===== config.mk =====
export PLATFORM = sky130hd
export DESIGN_NAME = touch_gesture_to_mouse
export DESIGN_NICKNAME = d
export VERILOG_FILES = /design/src/hw/rtl/tgm_pkg.sv /design/src/hw/rtl/tgm_div.sv /design/src/hw/rtl/touch_gesture_to_mouse.sv
export VERILOG_INCLUDE_DIRS = /design/src /design/src/hw/rtl
export SDC_FILE = /design/constraint.sdc
export NUM_CORES = 2
export LEC_CHECK = 0
export BUFFER_PORTS_ARGS = -buffer_cell sky130_fd_sc_hd__buf_2
export CORE_AREA = 2 2 408 410
export CTS_CLUSTER_DIAMETER = 100
export CTS_CLUSTER_SIZE = 24
export DETAILED_ROUTE_END_ITERATION = 16
export DIE_AREA = 0 0 410 412
export PLACE_DENSITY_LB_ADDON = 0.25
export SLEW_MARGIN = 20
export SYNTH_ARGS = -nofsm -noshare
export SYNTH_HDL_FRONTEND = slang
export SYNTH_SLANG_ARGS = --single-unit

===== constraint.sdc =====
create_clock -name i_clk -period 12.7 [get_ports i_clk]
set_input_delay 2.54 -clock i_clk [delete_from_list [all_inputs] [get_ports i_clk]]
set_output_delay 2.54 -clock i_clk [all_outputs]
set_load 0.02 [all_outputs]

===== src/hw/rtl/touch_gesture_to_mouse_assert.svh =====
// Assertion macros for the gesture-to-mouse block.
// Expects i_clk and i_rst_n in the scope where a macro is used.
`ifndef TOUCH_GESTURE_TO_MOUSE_ASSERT_SVH
`define TOUCH_GESTURE_TO_MOUSE_ASSERT_SVH

// Same-cycle implication, off during reset.
`define TGM_ASSERT_NOW(lbl, ante, cons, msg) \
    lbl: assert property (@(posedge i_clk) disable iff (!i_rst_n) (ante) |-> (cons)) \
        else $error(msg);

// Next-cycle implication, off during reset.
`define TGM_ASSERT_NEXT(lbl, ante, cons, msg) \
    lbl: assert property (@(posedge i_clk) disable iff (!i_rst_n) (ante) |=> (cons)) \
        else $error(msg);

`endif


===== src/hw/rtl/tgm_pkg.sv =====
// Shared types and constants of the gesture-to-mouse block.
// No dependencies; used by touch_gesture_to_mouse.
package tgm_pkg;

    localparam int SAMPLE_DEPTH_DEF = 32;
    localparam int FRAC_BITS_DEF    = 12;

    // request codes
    localparam logic [1:0] REQ_DOWN = 2'd0;
    localparam logic [1:0] REQ_MOVE = 2'd1;
    localparam logic [1:0] REQ_UP   = 2'd2;
    localparam logic [1:0] REQ_TICK = 2'd3;

    // action codes
    localparam logic [2:0] ACT_LCLICK   = 3'd0;
    localparam logic [2:0] ACT_RCLICK   = 3'd1;
    localparam logic [2:0] ACT_LPRESS   = 3'd2;
    localparam logic [2:0] ACT_MOVE     = 3'd3;
    localparam logic [2:0] ACT_LRELEASE = 3'd4;
    localparam logic [2:0] ACT_WHEEL    = 3'd5;
    localparam logic [2:0] ACT_PARK     = 3'd6;

    // configuration register indexes
    localparam int CFG_IDX_W  = 3;
    localparam int CFG_DATA_W = 21;
    localparam logic [CFG_IDX_W-1:0] CFG_MOVE_THRESHOLD = 3'd0;
    localparam logic [CFG_IDX_W-1:0] CFG_LONG_PRESS     = 3'd1;
    localparam logic [CFG_IDX_W-1:0] CFG_WHEEL_GAIN     = 3'd2;
    localparam logic [CFG_IDX_W-1:0] CFG_WHEEL_LIMIT    = 3'd3;
    localparam logic [CFG_IDX_W-1:0] CFG_WINDOW         = 3'd4;
    localparam logic [CFG_IDX_W-1:0] CFG_INERTIA_PERIOD = 3'd5;
    localparam logic [CFG_IDX_W-1:0] CFG_INERTIA_DECAY  = 3'd6;
    localparam logic [CFG_IDX_W-1:0] CFG_INERTIA_START  = 3'd7;

    // register reset values
    localparam logic [7:0]  RST_MOVE_THRESHOLD = 8'd12;
    localparam logic [15:0] RST_LONG_PRESS     = 16'd500;
    localparam logic [3:0]  RST_WHEEL_GAIN     = 4'd3;
    localparam logic [14:0] RST_WHEEL_LIMIT    = 15'd360;
    localparam logic [9:0]  RST_WINDOW         = 10'd100;
    localparam logic [7:0]  RST_INERTIA_PERIOD = 8'd12;
    localparam logic [15:0] RST_INERTIA_DECAY  = 16'd58982;
    localparam logic [20:0] RST_INERTIA_START  = 21'd4915;

    localparam logic [15:0] START_SCALE = 16'd62259;   // 0.95 in Q0.16
    localparam logic [15:0] WHEEL_MULT  = 16'd80;
    localparam logic [19:0] TIME_MAX    = 20'hFFFFF;
    localparam logic signed [16:0] SMALL_DY = 17'sd2;

    typedef struct packed {
        logic [1:0]         req_type;
        logic [15:0]        pointer_id;
        logic               is_touch;
        logic               target_active;
        logic signed [15:0] pos_x;
        logic signed [15:0] pos_y;
    } t_in_word;

    typedef struct packed {
        logic [2:0]         action;
        logic signed [15:0] out_x;
        logic signed [15:0] out_y;
        logic signed [15:0] wheel_delta;
        logic               last;
    } t_out_word;

endpackage


===== src/hw/rtl/tgm_div.sv =====
// Restoring serial divider, one quotient bit per cycle.
// Standalone; instantiated by touch_gesture_to_mouse.
module tgm_div #(
    parameter int NUM_W = 35,
    parameter int DEN_W = 20
) (
    input  logic             i_clk,
    input  logic             i_rst_n,
    input  logic             i_start,
    input  logic [NUM_W-1:0] i_num,
    input  logic [DEN_W-1:0] i_den,
    output logic             o_done,
    output logic [NUM_W-1:0] o_quo
);

    localparam int CNT_W = $clog2(NUM_W + 1);

    logic             r_busy;
    logic             r_done;
    logic [CNT_W-1:0] r_cnt;
    logic [DEN_W:0]   r_rem;
    logic [DEN_W-1:0] r_den;
    logic [NUM_W-1:0] r_quo;

    logic [DEN_W:0]   n_rem_sh;
    logic             n_bit;
    logic [DEN_W:0]   n_rem;

    always_comb begin
        n_rem_sh = {r_rem[DEN_W-1:0], r_quo[NUM_W-1]};
        n_bit    = (n_rem_sh >= {1'b0, r_den});
        n_rem    = n_bit ? (n_rem_sh - {1'b0, r_den}) : n_rem_sh;
    end

    always_ff @(posedge i_clk) begin
        if (!i_rst_n) begin
            r_busy <= 1'b0;
            r_done <= 1'b0;
            r_cnt  <= '0;
        end else begin
            r_done <= 1'b0;
            if (i_start) begin
                r_busy <= 1'b1;
                r_cnt  <= CNT_W'(NUM_W);
                r_quo  <= i_num;
                r_rem  <= '0;
                r_den  <= i_den;
            end else if (r_busy) begin
                r_rem <= n_rem;
                r_quo <= {r_quo[NUM_W-2:0], n_bit};
                r_cnt <= r_cnt - CNT_W'(1);
                if (r_cnt == CNT_W'(1)) begin
                    r_busy <= 1'b0;
                    r_done <= 1'b1;
                end
            end
        end
    end

    assign o_done = r_done;
    assign o_quo  = r_quo;

endmodule


===== src/hw/rtl/touch_gesture_to_mouse.sv =====
// Gesture engine: touch down/move/up and 1 ms ticks in, mouse actions out.
// One word at a time; o_in_stall stays high from accept until all results have left.
// Handling time depends on the request: a move may drop samples that fell out of the window, a tick
// may run an inertia step, and a scroll release walks every stored sample, then runs a serial divide of
// 18+log2(SAMPLE_DEPTH)+FRAC_BITS quotient bits (35 at defaults). The divider and sample walk set the longest.
// Synchronous active-low reset clears control state; the sample store is not cleared.
module touch_gesture_to_mouse #(
    parameter int SAMPLE_DEPTH = tgm_pkg::SAMPLE_DEPTH_DEF,
    parameter int FRAC_BITS    = tgm_pkg::FRAC_BITS_DEF
) (
    input  logic                               i_clk,
    input  logic                               i_rst_n,
    input  logic                               i_in_valid,
    output logic                               o_in_stall,
    input  tgm_pkg::t_in_word                  i_in_word,
    output logic                               o_out_valid,
    input  logic                               i_out_stall,
    output tgm_pkg::t_out_word                 o_out_word,
    input  logic                               i_cfg_we,
    input  logic [tgm_pkg::CFG_IDX_W-1:0]      i_cfg_idx,
    input  logic [tgm_pkg::CFG_DATA_W-1:0]     i_cfg_data
);

`include "touch_gesture_to_mouse_assert.svh"

    localparam int PW     = $clog2(SAMPLE_DEPTH);
    localparam int CW     = $clog2(SAMPLE_DEPTH + 1);
    localparam int SW     = CW + 1;
    localparam int SUM_W  = 18 + PW;
    localparam int NUM_W  = SUM_W + FRAC_BITS;
    localparam int VM_W   = 9 + FRAC_BITS;
    localparam int MA_W   = 10 + FRAC_BITS;
    localparam int PROD_W = MA_W + 16;
    localparam logic [VM_W-1:0] VEL_CAP  = VM_W'(360 * (2 ** FRAC_BITS));
    localparam logic [MA_W-1:0] Q_CLAMP  = MA_W'(720 * (2 ** FRAC_BITS));
    localparam logic [VM_W-1:0] STOP_MIN = VM_W'(((2 ** FRAC_BITS) + 99) / 100);

    typedef enum logic [1:0] {M_IDLE, M_PEND, M_SCROLL, M_DRAG} t_mode;

    typedef enum logic [4:0] {
        S_IDLE, S_EXEC, S_WMUL, S_WEMIT, S_REC, S_WRD, S_WCHK, S_VRD, S_VACC,
        S_DSTART, S_DWAIT, S_SMUL, S_SSET, S_DMUL, S_DSET, S_HMUL, S_HEMIT, S_SEND
    } t_state;

    function automatic logic [16:0] abs17(input logic signed [16:0] v);
        return v[16] ? 17'(-v) : 17'(v);
    endfunction

    function automatic logic [SUM_W-1:0] abs_sum(input logic signed [SUM_W-1:0] v);
        return v[SUM_W-1] ? SUM_W'(-v) : SUM_W'(v);
    endfunction

    function automatic logic [PW-1:0] wrap_add(input logic [PW-1:0] base,
                                               input logic [CW-1:0] off);
        logic [SW-1:0] s;
        s = SW'(base) + SW'(off);
        if (s >= SW'(SAMPLE_DEPTH)) s = s - SW'(SAMPLE_DEPTH);
        return PW'(s);
    endfunction

    // configuration
    logic [7:0]  r_cfg_thr;
    logic [15:0] r_cfg_long;
    logic [3:0]  r_cfg_gain;
    logic [14:0] r_cfg_limit;
    logic [9:0]  r_cfg_window;
    logic [7:0]  r_cfg_period;
    logic [15:0] r_cfg_decay;
    logic [20:0] r_cfg_start_min;

    // gesture state
    t_state             r_state;
    t_mode              r_mode;
    logic [15:0]        r_active_id;
    logic               r_id_valid;
    logic signed [15:0] r_prev_x, r_prev_y, r_origin_x, r_origin_y, r_wheel_x, r_wheel_y;
    logic               r_long_fired;
    logic [19:0]        r_since;
    logic [PW-1:0]      r_head;
    logic [CW-1:0]      r_count;
    logic [CW-1:0]      r_widx;
    logic [VM_W-1:0]    r_vel_mag;
    logic               r_vel_neg;
    logic               r_inertia_on;
    logic [7:0]         r_phase;

    // work registers
    tgm_pkg::t_in_word     r_in;
    logic signed [16:0]    r_dy;
    logic signed [SUM_W-1:0] r_sum;
    logic [NUM_W-1:0]      r_q;
    logic                  r_vneg;
    logic [PROD_W-1:0]     r_prod;
    tgm_pkg::t_out_word    r_res [2];
    logic [1:0]            r_nres;
    logic [1:0]            r_idx;
    logic                  r_ov;
    tgm_pkg::t_out_word    r_ow;

    // sample store
    logic [19:0]        mem_time [SAMPLE_DEPTH];
    logic signed [16:0] mem_dy   [SAMPLE_DEPTH];
    logic [19:0]        r_rd_time;
    logic signed [16:0] r_rd_dy;

    logic               w_we;
    logic [PW-1:0]      w_waddr;
    logic [PW-1:0]      w_raddr;
    logic               w_full;
    logic [PW-1:0]      w_head1;
    logic [CW-1:0]      w_count1;

    logic signed [16:0] w_dy;
    logic [16:0]        w_adx, w_ady;
    logic               w_mv_match, w_exceed, w_to_scroll, w_to_drag, w_big_dy;
    t_mode              w_mode_eff;
    logic               w_up_match;
    logic [19:0]        w_since_inc;
    logic [7:0]         w_phase_inc;
    logic               w_long;

    logic [MA_W-1:0]    w_mul_a;
    logic [15:0]        w_mul_b;
    logic [14:0]        w_wh_a;
    logic [MA_W-1:0]    w_sm;
    logic [VM_W-1:0]    w_sm_cap;
    logic [VM_W-1:0]    w_dm;
    logic [15:0]        w_hw;
    logic signed [SUM_W-1:0] w_sum_nx;

    logic               w_load;
    tgm_pkg::t_out_word w_send_word;

    logic               w_div_start;
    logic               w_div_done;
    logic [NUM_W-1:0]   w_div_quo;

    tgm_div #(
        .NUM_W (NUM_W),
        .DEN_W (20)
    ) u_div (
        .i_clk   (i_clk),
        .i_rst_n (i_rst_n),
        .i_start (w_div_start),
        .i_num   ({abs_sum(r_sum), {FRAC_BITS{1'b0}}}),
        .i_den   (r_since),
        .o_done  (w_div_done),
        .o_quo   (w_div_quo)
    );

    assign w_div_start = (r_state == S_DSTART);

    always_comb begin
        w_dy   = $signed({r_in.pos_y[15], r_in.pos_y}) - $signed({r_prev_y[15], r_prev_y});
        w_adx  = abs17($signed({r_in.pos_x[15], r_in.pos_x})
                       - $signed({r_origin_x[15], r_origin_x}));
        w_ady  = abs17($signed({r_in.pos_y[15], r_in.pos_y})
                       - $signed({r_origin_y[15], r_origin_y}));
        w_mv_match = r_in.is_touch && (r_mode != M_IDLE) && r_id_valid
                     && (r_in.pointer_id == r_active_id);
        w_exceed    = (w_adx > {9'd0, r_cfg_thr}) || (w_ady > {9'd0, r_cfg_thr});
        w_to_scroll = (r_mode == M_PEND) && w_exceed && (w_ady >= w_adx);
        w_to_drag   = (r_mode == M_PEND) && w_exceed && !(w_ady >= w_adx);
        w_mode_eff  = w_to_scroll ? M_SCROLL : (w_to_drag ? M_DRAG : r_mode);
        w_big_dy    = (w_dy > tgm_pkg::SMALL_DY) || (w_dy < -tgm_pkg::SMALL_DY);
        w_up_match  = r_in.is_touch && r_id_valid && (r_in.pointer_id == r_active_id);

        w_since_inc = (r_since == tgm_pkg::TIME_MAX) ? r_since : r_since + 20'd1;
        w_phase_inc = (r_phase == 8'hFF) ? r_phase : r_phase + 8'd1;
        w_long = (r_mode == M_PEND) && !r_long_fired && (w_since_inc >= {4'd0, r_cfg_long});

        w_full   = (r_count == CW'(SAMPLE_DEPTH));
        w_head1  = w_full ? wrap_add(r_head, CW'(1)) : r_head;
        w_count1 = w_full ? r_count - CW'(1) : r_count;
        w_we     = (r_state == S_REC);
        w_waddr  = wrap_add(w_head1, w_count1);
        w_raddr  = wrap_add(r_head, r_widx);

        case (r_state)
            S_WMUL: begin
                w_mul_a = MA_W'(abs17(r_dy));
                w_mul_b = 16'(r_cfg_gain);
            end
            S_SMUL: begin
                w_mul_a = (r_q >= NUM_W'(Q_CLAMP)) ? Q_CLAMP : MA_W'(r_q);
                w_mul_b = tgm_pkg::START_SCALE;
            end
            S_DMUL: begin
                w_mul_a = MA_W'(r_vel_mag);
                w_mul_b = r_cfg_decay;
            end
            S_HMUL: begin
                w_mul_a = MA_W'(r_vel_mag);
                w_mul_b = tgm_pkg::WHEEL_MULT;
            end
            default: begin
                w_mul_a = '0;
                w_mul_b = '0;
            end
        endcase

        w_wh_a   = (r_prod > PROD_W'(r_cfg_limit)) ? r_cfg_limit : r_prod[14:0];
        w_sm     = r_prod[PROD_W-1:16];
        w_sm_cap = (w_sm > MA_W'(VEL_CAP)) ? VEL_CAP : VM_W'(w_sm);
        w_dm     = VM_W'(r_prod[PROD_W-1:16]);
        w_hw     = 16'(r_prod >> FRAC_BITS);
        w_sum_nx = r_sum + SUM_W'(r_rd_dy);

        // next output word and whether it is loaded this cycle
        w_load           = (r_state == S_SEND) && (!r_ov || !i_out_stall) && (r_idx < r_nres);
        w_send_word      = r_res[r_idx[0]];
        w_send_word.last = (2'(r_idx + 2'd1) == r_nres);
    end

    always_ff @(posedge i_clk) begin
        if (w_we) begin
            mem_time[w_waddr] <= r_since;
            mem_dy[w_waddr]   <= r_dy;
        end
        r_rd_time <= mem_time[w_raddr];
        r_rd_dy   <= mem_dy[w_raddr];
    end

    always_ff @(posedge i_clk) begin
        if (!i_rst_n) begin
            r_cfg_thr       <= tgm_pkg::RST_MOVE_THRESHOLD;
            r_cfg_long      <= tgm_pkg::RST_LONG_PRESS;
            r_cfg_gain      <= tgm_pkg::RST_WHEEL_GAIN;
            r_cfg_limit     <= tgm_pkg::RST_WHEEL_LIMIT;
            r_cfg_window    <= tgm_pkg::RST_WINDOW;
            r_cfg_period    <= tgm_pkg::RST_INERTIA_PERIOD;
            r_cfg_decay     <= tgm_pkg::RST_INERTIA_DECAY;
            r_cfg_start_min <= tgm_pkg::RST_INERTIA_START;
            r_state      <= S_IDLE;
            r_mode       <= M_IDLE;
            r_active_id  <= '0;
            r_id_valid   <= 1'b0;
            r_prev_x     <= '0;
            r_prev_y     <= '0;
            r_origin_x   <= '0;
            r_origin_y   <= '0;
            r_wheel_x    <= '0;
            r_wheel_y    <= '0;
            r_long_fired <= 1'b0;
            r_since      <= '0;
            r_head       <= '0;
            r_count      <= '0;
            r_widx       <= '0;
            r_vel_mag    <= '0;
            r_vel_neg    <= 1'b0;
            r_inertia_on <= 1'b0;
            r_phase      <= '0;
            r_nres       <= '0;
            r_idx        <= '0;
            r_ov         <= 1'b0;
        end else begin
            if (i_cfg_we) begin
                unique case (i_cfg_idx)
                    tgm_pkg::CFG_MOVE_THRESHOLD: r_cfg_thr       <= i_cfg_data[7:0];
                    tgm_pkg::CFG_LONG_PRESS:     r_cfg_long      <= i_cfg_data[15:0];
                    tgm_pkg::CFG_WHEEL_GAIN:     r_cfg_gain      <= i_cfg_data[3:0];
                    tgm_pkg::CFG_WHEEL_LIMIT:    r_cfg_limit     <= i_cfg_data[14:0];
                    tgm_pkg::CFG_WINDOW:         r_cfg_window    <= i_cfg_data[9:0];
                    tgm_pkg::CFG_INERTIA_PERIOD: r_cfg_period    <= i_cfg_data[7:0];
                    tgm_pkg::CFG_INERTIA_DECAY:  r_cfg_decay     <= i_cfg_data[15:0];
                    tgm_pkg::CFG_INERTIA_START:  r_cfg_start_min <= i_cfg_data;
                    default: ;
                endcase
            end

            r_prod <= PROD_W'(w_mul_a) * PROD_W'(w_mul_b);

            // drop the output word once taken, unless the next one replaces it
            if (w_load) r_ov <= 1'b1;
            else if (r_ov && !i_out_stall) r_ov <= 1'b0;

            unique case (r_state)
                S_IDLE: begin
                    if (i_in_valid) begin
                        r_in    <= i_in_word;
                        r_nres  <= '0;
                        r_idx   <= '0;
                        r_state <= S_EXEC;
                    end
                end

                S_EXEC: begin
                    r_state <= S_SEND;
                    unique case (r_in.req_type)
                        tgm_pkg::REQ_DOWN: begin
                            if (r_in.is_touch && r_in.target_active && r_mode == M_IDLE) begin
                                r_mode       <= M_PEND;
                                r_active_id  <= r_in.pointer_id;
                                r_id_valid   <= 1'b1;
                                r_prev_x     <= r_in.pos_x;
                                r_prev_y     <= r_in.pos_y;
                                r_origin_x   <= r_in.pos_x;
                                r_origin_y   <= r_in.pos_y;
                                r_long_fired <= 1'b0;
                                r_since      <= '0;
                                r_count      <= '0;
                            end
                        end
                        tgm_pkg::REQ_MOVE: begin
                            if (w_mv_match) begin
                                r_mode   <= w_mode_eff;
                                r_prev_x <= r_in.pos_x;
                                r_prev_y <= r_in.pos_y;
                                r_dy     <= w_dy;
                                if (w_to_scroll) begin
                                    r_wheel_x <= r_origin_x;
                                    r_wheel_y <= r_origin_y;
                                end
                                if (w_to_drag) begin
                                    r_res[0] <= '{tgm_pkg::ACT_LPRESS, r_in.pos_x,
                                                  r_in.pos_y, 16'sd0, 1'b0};
                                    r_res[1] <= '{tgm_pkg::ACT_MOVE, r_in.pos_x,
                                                  r_in.pos_y, 16'sd0, 1'b0};
                                    r_nres   <= 2'd2;
                                end else if (w_mode_eff == M_DRAG) begin
                                    r_res[0] <= '{tgm_pkg::ACT_MOVE, r_in.pos_x,
                                                  r_in.pos_y, 16'sd0, 1'b0};
                                    r_nres   <= 2'd1;
                                end else if (w_mode_eff == M_SCROLL && w_big_dy) begin
                                    r_state <= S_WMUL;
                                end
                            end
                        end
                        tgm_pkg::REQ_UP: begin
                            r_mode     <= M_IDLE;
                            r_id_valid <= 1'b0;
                            if (w_up_match) begin
                                r_long_fired <= 1'b0;
                                if (r_mode == M_SCROLL) begin
                                    if (r_count < CW'(2) || r_since == '0) begin
                                        r_q     <= '0;
                                        r_vneg  <= 1'b0;
                                        r_state <= S_SMUL;
                                    end else begin
                                        r_sum   <= '0;
                                        r_widx  <= '0;
                                        r_state <= S_VRD;
                                    end
                                end else if (r_mode == M_DRAG) begin
                                    r_res[0] <= '{tgm_pkg::ACT_LRELEASE, r_prev_x, r_prev_y,
                                                  16'sd0, 1'b0};
                                    r_nres   <= 2'd1;
                                end else if (r_mode == M_PEND && !r_long_fired) begin
                                    r_res[0] <= '{tgm_pkg::ACT_LCLICK, r_origin_x, r_origin_y,
                                                  16'sd0, 1'b0};
                                    r_nres   <= 2'd1;
                                end
                            end
                        end
                        tgm_pkg::REQ_TICK: begin
                            r_since <= w_since_inc;
                            if (w_long) begin
                                r_long_fired <= 1'b1;
                                r_res[0] <= '{tgm_pkg::ACT_RCLICK, r_origin_x, r_origin_y,
                                              16'sd0, 1'b0};
                                r_nres   <= 2'd1;
                            end
                            if (r_inertia_on) begin
                                if (w_phase_inc >= r_cfg_period) begin
                                    r_phase <= '0;
                                    r_state <= S_DMUL;
                                end else begin
                                    r_phase <= w_phase_inc;
                                end
                            end
                        end
                        default: ;
                    endcase
                end

                S_WMUL: r_state <= S_WEMIT;

                S_WEMIT: begin
                    r_res[0] <= '{tgm_pkg::ACT_WHEEL, r_wheel_x, r_wheel_y,
                                  r_dy[16] ? -$signed({1'b0, w_wh_a}) : $signed({1'b0, w_wh_a}),
                                  1'b0};
                    r_nres   <= 2'd1;
                    r_state  <= S_REC;
                end

                S_REC: begin
                    // drop the oldest entry when full, then append
                    r_head  <= w_head1;
                    r_count <= w_count1 + CW'(1);
                    r_widx  <= '0;
                    r_state <= S_WRD;
                end

                S_WRD: r_state <= S_WCHK;

                S_WCHK: begin
                    if (r_count != '0 && (r_since - r_rd_time) > {10'd0, r_cfg_window}) begin
                        r_head  <= wrap_add(r_head, CW'(1));
                        r_count <= r_count - CW'(1);
                        r_state <= S_WRD;
                    end else begin
                        r_state <= S_SEND;
                    end
                end

                S_VRD: r_state <= S_VACC;

                S_VACC: begin
                    // take a sample only if it grows the magnitude
                    if (abs_sum(w_sum_nx) > abs_sum(r_sum)) r_sum <= w_sum_nx;
                    r_widx <= r_widx + CW'(1);
                    if (r_widx + CW'(1) == r_count) r_state <= S_DSTART;
                    else r_state <= S_VRD;
                end

                S_DSTART: begin
                    r_vneg  <= r_sum[SUM_W-1];
                    r_state <= S_DWAIT;
                end

                S_DWAIT: begin
                    if (w_div_done) begin
                        r_q     <= w_div_quo;
                        r_state <= S_SMUL;
                    end
                end

                S_SMUL: r_state <= S_SSET;

                S_SSET: begin
                    r_vel_mag <= w_sm_cap;
                    r_vel_neg <= r_vneg && (w_sm_cap != '0);
                    if (r_q >= NUM_W'(r_cfg_start_min)) begin
                        r_inertia_on <= 1'b1;
                        r_phase      <= '0;
                    end
                    r_count  <= '0;
                    r_res[0] <= '{tgm_pkg::ACT_PARK, 16'sd0, 16'sd0, 16'sd0, 1'b0};
                    r_nres   <= 2'd1;
                    r_state  <= S_SEND;
                end

                S_DMUL: r_state <= S_DSET;

                S_DSET: begin
                    r_vel_mag <= w_dm;
                    r_vel_neg <= r_vel_neg && (w_dm != '0);
                    if (w_dm < STOP_MIN) begin
                        r_inertia_on      <= 1'b0;
                        r_res[r_nres[0]]  <= '{tgm_pkg::ACT_PARK, 16'sd0, 16'sd0,
                                               16'sd0, 1'b0};
                        r_nres            <= r_nres + 2'd1;
                        r_state           <= S_SEND;
                    end else begin
                        r_state <= S_HMUL;
                    end
                end

                S_HMUL: r_state <= S_HEMIT;

                S_HEMIT: begin
                    r_res[r_nres[0]] <= '{tgm_pkg::ACT_WHEEL, r_wheel_x, r_wheel_y,
                                          r_vel_neg ? -$signed(w_hw) : $signed(w_hw), 1'b0};
                    r_nres  <= r_nres + 2'd1;
                    r_state <= S_SEND;
                end

                S_SEND: begin
                    if (!r_ov || !i_out_stall) begin
                        if (r_idx < r_nres) begin
                            r_ow  <= w_send_word;
                            r_idx <= r_idx + 2'd1;
                        end else begin
                            r_state <= S_IDLE;
                        end
                    end
                end

                default: r_state <= S_IDLE;
            endcase
        end
    end

    assign o_in_stall  = (r_state != S_IDLE);
    assign o_out_valid = r_ov;
    assign o_out_word  = r_ow;

    `TGM_ASSERT_NOW(a_vel_cap, 1'b1, r_vel_mag <= VEL_CAP, "inertia speed above cap")
    `TGM_ASSERT_NOW(a_count_max, 1'b1, r_count <= CW'(SAMPLE_DEPTH), "sample count overflow")
    `TGM_ASSERT_NOW(a_id_mode, 1'b1, r_id_valid == (r_mode != M_IDLE), "id and mode disagree")
    `TGM_ASSERT_NEXT(a_busy, i_in_valid && !o_in_stall, o_in_stall, "not busy after accept")

endmodule

**After elaboration in Yosys (flattened, before gate mapping)**

Memories as Yosys holds them, arrays and structs flattened. A register that Yosys moved wholly into a read port is not among the register bits.
Cells that the tools add are included.

- Add/sub/neg operators: 27
- $mul: 1
- Magnitude comparators: 20
- Equality and inequality tests: 68
- Multiplexer cells: 179
- Bitwise gates (word level): 9
- Reductions and logical operators: 91

Operators by type and width:

| kind | number |
|---|---|
| 51-bit 2-to-1 mux | 8 |
| 35-bit 2-to-1 mux | 7 |
| 23-bit 2-to-1 mux | 7 |
| 16-bit 2-to-1 mux | 6 |
| 5-bit 2-to-1 mux | 19 |
| 5-bit case mux with 17 select lines | 1 |
| 20-bit 2-to-1 mux | 4 |
| 35-bit case mux with 2 select lines | 1 |
| 1-bit 2-to-1 mux | 66 |
| 22-bit case mux with 3 select lines | 1 |
| 16-bit case mux with 2 select lines | 2 |
| 16-bit case mux with 4 select lines | 1 |
| 6-bit 2-to-1 mux | 10 |
| 17-bit 2-to-1 mux | 3 |
| 17-bit negator | 3 |
| 51-bit OR reduction | 1 |
| 16-bit by 16-bit subtractor with 17-bit output | 3 |
| 23-bit negator | 2 |
| 23-bit case mux with 2 select lines | 1 |
| 21-bit case mux with 2 select lines | 1 |
| 21-bit nonzero test | 2 |
| 5-bit by 4-bit equality test with 1-bit output (second input constant) | 8 |
| 8-bit 2-to-1 mux | 5 |
| 20-bit case mux with 2 select lines | 1 |
| other kinds (90) | 232 |

- Bits in registers: 542
- Memory bits (writable): 1286
- Bits of input ports: 81
- Output and inout bits: 54
- Word-level logic and storage cells: 448
- Memories: 3

Memories:

| memory | depth | width | rd ports | clocked after Yosys merged registers in | wr ports | RTL line | text |
|---|---|---|---|---|---|---|---|
| mem_time | 32 | 20 | 1 | 1 | 1 | touch_gesture_to_mouse.sv:101 | `logic [19:0] mem_time [SAMPLE_DEPTH];` |
| mem_dy | 32 | 17 | 1 | 1 | 1 | touch_gesture_to_mouse.sv:102 | `logic signed [16:0] mem_dy [SAMPLE_DEPTH];` |
| r_res | 2 | 51 | 1 | 1 | 2 | touch_gesture_to_mouse.sv:94 | `tgm_pkg::t_out_word r_res [2];` |

**Depth between registers and ports, before layout**

- Depth in word-level cells: 24
- Mapped depth: 36
- Mapped depth without buffers: 35

**By module**

A second synthesis with hierarchy kept.

- Cell total of the unflattened synthesis: 8012
- Area, all modules: 98788.5 µm²

By module, submodules not included:

| module | times used | cells each | area an instance (µm²) | seq. area each (µm²) |
|---|---|---|---|---|
| touch_gesture_to_mouse | 1 | 7630 | 94237.9 | 51749.6 |
| tgm_div | 1 | 382 | 4550.6 | 2412.3 |

**Worst setup path before layout**

OpenSTA, ideal clock, no wires.

- Kind: reg-to-reg
- Start point: register r_in[0] (netlist name)
- End point: memory r_res[0][0] (netlist name), enable pin
- Setup time: 0.536 ns
- Arrival time: 8.361 ns
- Required time: 12.164 ns
- Path slack: 3.803 ns
- Cell stages (with the launch flop): 24
- Buffers on the path: 1
- Path through: edfxtp_1 inv_1 ha_1 inv_1 fa_1 a21o_1 a221o_1 a21o_1 a31oi_1 o2111ai_1 and2_1 clkbuf_1 o21a_1 or2_2 ha_1 a21o_1 a21oi_1 nand2_1 a21oi_1 nor2b_1 o221a_2 o21ai_0 nand4b_1 o31ai_1

RTL lines:

| what | RTL line | text |
|---|---|---|
| start: declaration | touch_gesture_to_mouse.sv:88 | `tgm_pkg::t_in_word r_in;` |
| start signal: assignment | touch_gesture_to_mouse.sv:280 | `r_in <= i_in_word;` |
| end: declaration | touch_gesture_to_mouse.sv:94 |  |

**Worst setup path after layout**

- Start point: register r_state[1]
- End point: register r_prod[36] (data pin)

- Cells in the longest elaborated chain, start to end: 4
- Elaborated cells between the ends (all ways): 8
- Classes of those cells: mul: 1; eq/ne: 4; mux: 2; reduce/logical: 1

Ends and longest elaborated chain:

| what | RTL line | text |
|---|---|---|
| start: declaration | touch_gesture_to_mouse.sv:72 | `t_state r_state;` |
| start signal: assignment | touch_gesture_to_mouse.sv:234 | `r_state <= S_IDLE;` |
| start signal: assignment | touch_gesture_to_mouse.sv:283 | `r_state <= S_EXEC;` |
| start signal: assignment | touch_gesture_to_mouse.sv:288 | `r_state <= S_SEND;` |
| 5-bit by 4-bit equality test with 1-bit output | touch_gesture_to_mouse.sv:179 | `case (r_state)` |
| 2-bit OR reduction (no source line) | - |  |
| 22-bit case mux with 3 select lines | touch_gesture_to_mouse.sv:179 |  |
| 22-bit by 16-bit multiplier with 38-bit output (*) | touch_gesture_to_mouse.sv:271 | `r_prod <= PROD_W'(w_mul_a) * PROD_W'(w_mul_b);` |
| end signal: assignment | touch_gesture_to_mouse.sv:271 |  |
| end: declaration | touch_gesture_to_mouse.sv:93 | `logic [PROD_W-1:0] r_prod;` |

Every way passes the cells marked *; elsewhere a longest branch is shown, timed or not.
A chain may end at the register's enable or synchronous reset.

==> out/metrics.cfg <==
[outcome]
status = finished clean

[global_routing]
grt_start_max_net_pins = 149
grt_pass1_wl_um = 391500
grt_pass1_vias = 64000
overflow = 0
grtUsageTotal_pct = 30.66
antenna_found_initial = 16

[critical_path]
critPathKind = reg -> reg
reg2regPathDepth = 32
cp_max_fo = 35
crit_path_start_kind = flip-flop
cp.required_ns = 13.20
path_delay_family = adder cells
r2r_slack_ns = 2.86
path_buf_inv = 8
slowest_delay_ns = 0.65
end_kind = flip-flop
slowest_stage = o31ai_1
r2r-end = r_prod[36]$_DFFE_PP_
crit_arrival_ns = 10.34
reg2reg_from = r_state[1]$_SDFFE_PN0P_

[logic_synthesis]
syn_inst = 8109
seq_area_frac_synth_pct = 55.23
synth_most_common_cell = edfxtp_1
synth_area_leaders = edfxtp_1, dfxtp_1, mux4_2, fa_1, ha_1
avgSynthCellArea_um2 = 12.09
async_flop_share_pct = 0
yosys_warnings = 0
synth_edf_count = 1579
synth_top_area_share_pct = 48.35
syn_area_um2 = 98070
synth_cell_types = 101
synthFlopType = edfxtp_1
synth_commonest_cells = edfxtp_1, nand2_1, inv_1
synth_seq_cells = 1916
yosysTopAreaCell = edfxtp_1

[floorplan]
io_pins = 135
fp-row-count = 149
die_h_um = 412
start_util_pct = 59.71
die_w_um = 410
core_um2 = 164200
fp.dieArea_um2 = 168900

[clocking]
clkTransAtPathRegs_ns = 0.10
clkSinkCount = 1916
cts_buffer_depth = 3
cts_resized = 0
cts_setup_buffers = 0
cts_tree = done
ctsHoldBuffers = 0
clk_latency_ns = 0.79
cts_buffers = 94
htreeDepth = 3
cts-root-buf = clkbuf_16

[power]
power.density_nw_per_um2 = 107.3
power.total_mw = 11.24
leakage_nw = 37.88
peakVddDrop_mv = 0.1477

[timing]
worstMarginPinSlew_ns = 1.218
fin_setup_tns_ns = 0
rsz0062_at_grt = no
fin_crit_ns = 9.837
finalSetupViolCount = 0
fin_crit_sh_pct = 77.46
clock.fmax_mhz = 101.7
hold_violations = 0
slew_headroom_pct = 17.63
clock_skew_ns = 0.07824
finalMaxSlewViolations = 0

[placement]
hpwlAfterDp_um = 164000
place_area_um2 = 101600
portBuffers = 134
place_congestion = 0.9536

[drt]
drt-pass1-iter-count = 6
wl_per_cell_um = 24.94
vias = 65280
routed_wl_um = 259000
post-route-drc-count = 0
avgViaCountPerCell = 6.286
ant_nets = 0
drt-initial-drc-count = 8295

[finish]
fin_util_pct = 63.73
syn2layout_area_growth_pct = 6.734
fillerInstances = 12360
drive_gt1_share_pct = 10.39
stdcell_area_um2 = 104700
nets = 8853

[hold_path]
holdPathStages = 2
hold_path.class = reg -> reg
hold_end = r_cfg_start_min[19]$_SDFFE_PN0P_
min-delay-start = r_cfg_start_min[19]$_SDFFE_PN0P_

[job]
cap_violations = 0

[worst max path at each step]
| stage | endpoint | slack, ns | startpoint | cells after the start |
|---|---|---|---|---|
| after floorplan | r_res[0][0]$_SDFFCE_PN0P_ | 3.80 | r_in[0]$_DFFE_PP_ | 23 |
| after global placement | r_prod[36]$_DFFE_PP_ | 3.07 | r_dy[4]$_DFFE_PP_ | 29 |
| after detailed placement | r_prod[36]$_DFFE_PP_ | 2.91 | r_dy[4]$_DFFE_PP_ | 29 |
| after CTS | r_prod[36]$_DFFE_PP_ | 2.84 | r_dy[4]$_DFFE_PP_ | 29 |
| after global routing | r_prod[37]$_DFFE_PP_ | 2.42 | r_state[1]$_SDFFE_PN0P_ | 34 |
| final | r_prod[36]$_DFFE_PP_ | 2.86 | r_state[1]$_SDFFE_PN0P_ | 32 |
[power breakdown]
part	leakage (nW)	total (mW)	switching, mW	internal [mW]
logic	19.3	0.834	0.542	0.292
clock network	1.40	3.54	2.06	1.48
registers	17.2	6.86	0.0634	6.80
[placed cells by master, fill, tap and decap left out, drive strengths merged, types with 13 or more instances in the layout]
cell type     n
nand2      1208
fa          286
xnor2       163
o31ai        37
o21ai       273
nor3b        13
mux2i        61
nand3       317
and3         42
a21oi       460
nor4         36
a221oi       20
inv         600
clkbuf      157
nand4        54
or3          41
a221o        17
ha          374
edfxtp     1579
or2          15
nor2        537
mux4        296
o211ai       38
buf         279
nor3         89
mux2         59
dfxtp       337
o21bai       19
a21o         95
a211oi       20
or4          14
nand2b       44
a22oi        27
nor2b        45
xor2        121
and2         94
a31oi        79
o21a         60
[stage by stage]
stage | setup WS (ns) | hold slack, ns | std cells
after floorplan | 3.803 | 0.4316 | 8113
after global placement | 3.068 | 0.4386 | 10200
after detailed placement | 2.912 | 0.4473 | 10200
after CTS | 2.839 | 0.4604 | 10370
after global routing | 2.418 | 0.4763 | 10380
final | 2.863 | 0.4584 | 10380
[layout make-up]
type | count | area (um^2) | share of cell area, %
diodes | 7 | 17.52 | 0.01673
clock buffers | 156 | 2638 | 2.520
clock inverters | 16 | 336.6 | 0.3215
inverters | 595 | 2241 | 2.141
multi-input cells | 5224 | 40700 | 38.88
flip-flops and latches | 1916 | 54160 | 51.74
well taps | 2189 | 2739 | 2.616
repair buffers | 281 | 1844 | 1.762
[state kept, by name (all words and copies together) (netlist names), 21 cells and up]
signal	count
r_q	35
r_sum	23
r_res	102
mem_time	640
r_prod	38
r_vel_mag	21
u_div.o_quo	35
r_cfg_start_min	21
o_out_word	52
r_in	52
mem_dy	544
[worst register-to-register path: cells and delay by family, from the launching register on]
kind / cells / cell delay [ns]
compound gates: 7 / 1.88
xor+xnor: 1 / 0.08
fa+ha+maj: 7 / 3.37
buf+inv: 8 / 1.30
flops: 1 / 0.32
simple gates: 9 / 2.61
[cells by family (layout without fill, tap and decap cells)]
group           Yosys count  count (layout)  share of synthesized area, %
simple gates           2585            2585                         11.69
flops                  1916            1916                         55.23
compound gates         1273            1273                         8.036
buf+inv                 973            1048                         3.785
fa+ha+maj               660             660                         10.61
mux                     416             416                         8.097
xor+xnor                284             284                         2.544
other cells               2              13                      0.007657
[routing by layer]
metal  vias to the layer above  part of all wire, %  global-route usage (%)
li1                      29060                    -                       -
met1                     32410                   40                   43.06
met2                      3285                   47                   49.21
met3                       522                  9.5                   3.937
met4                         2                  4.1                   11.87
met5                         -               0.0042                       0
No activity file was read; power rests on OpenSTA's default activity.
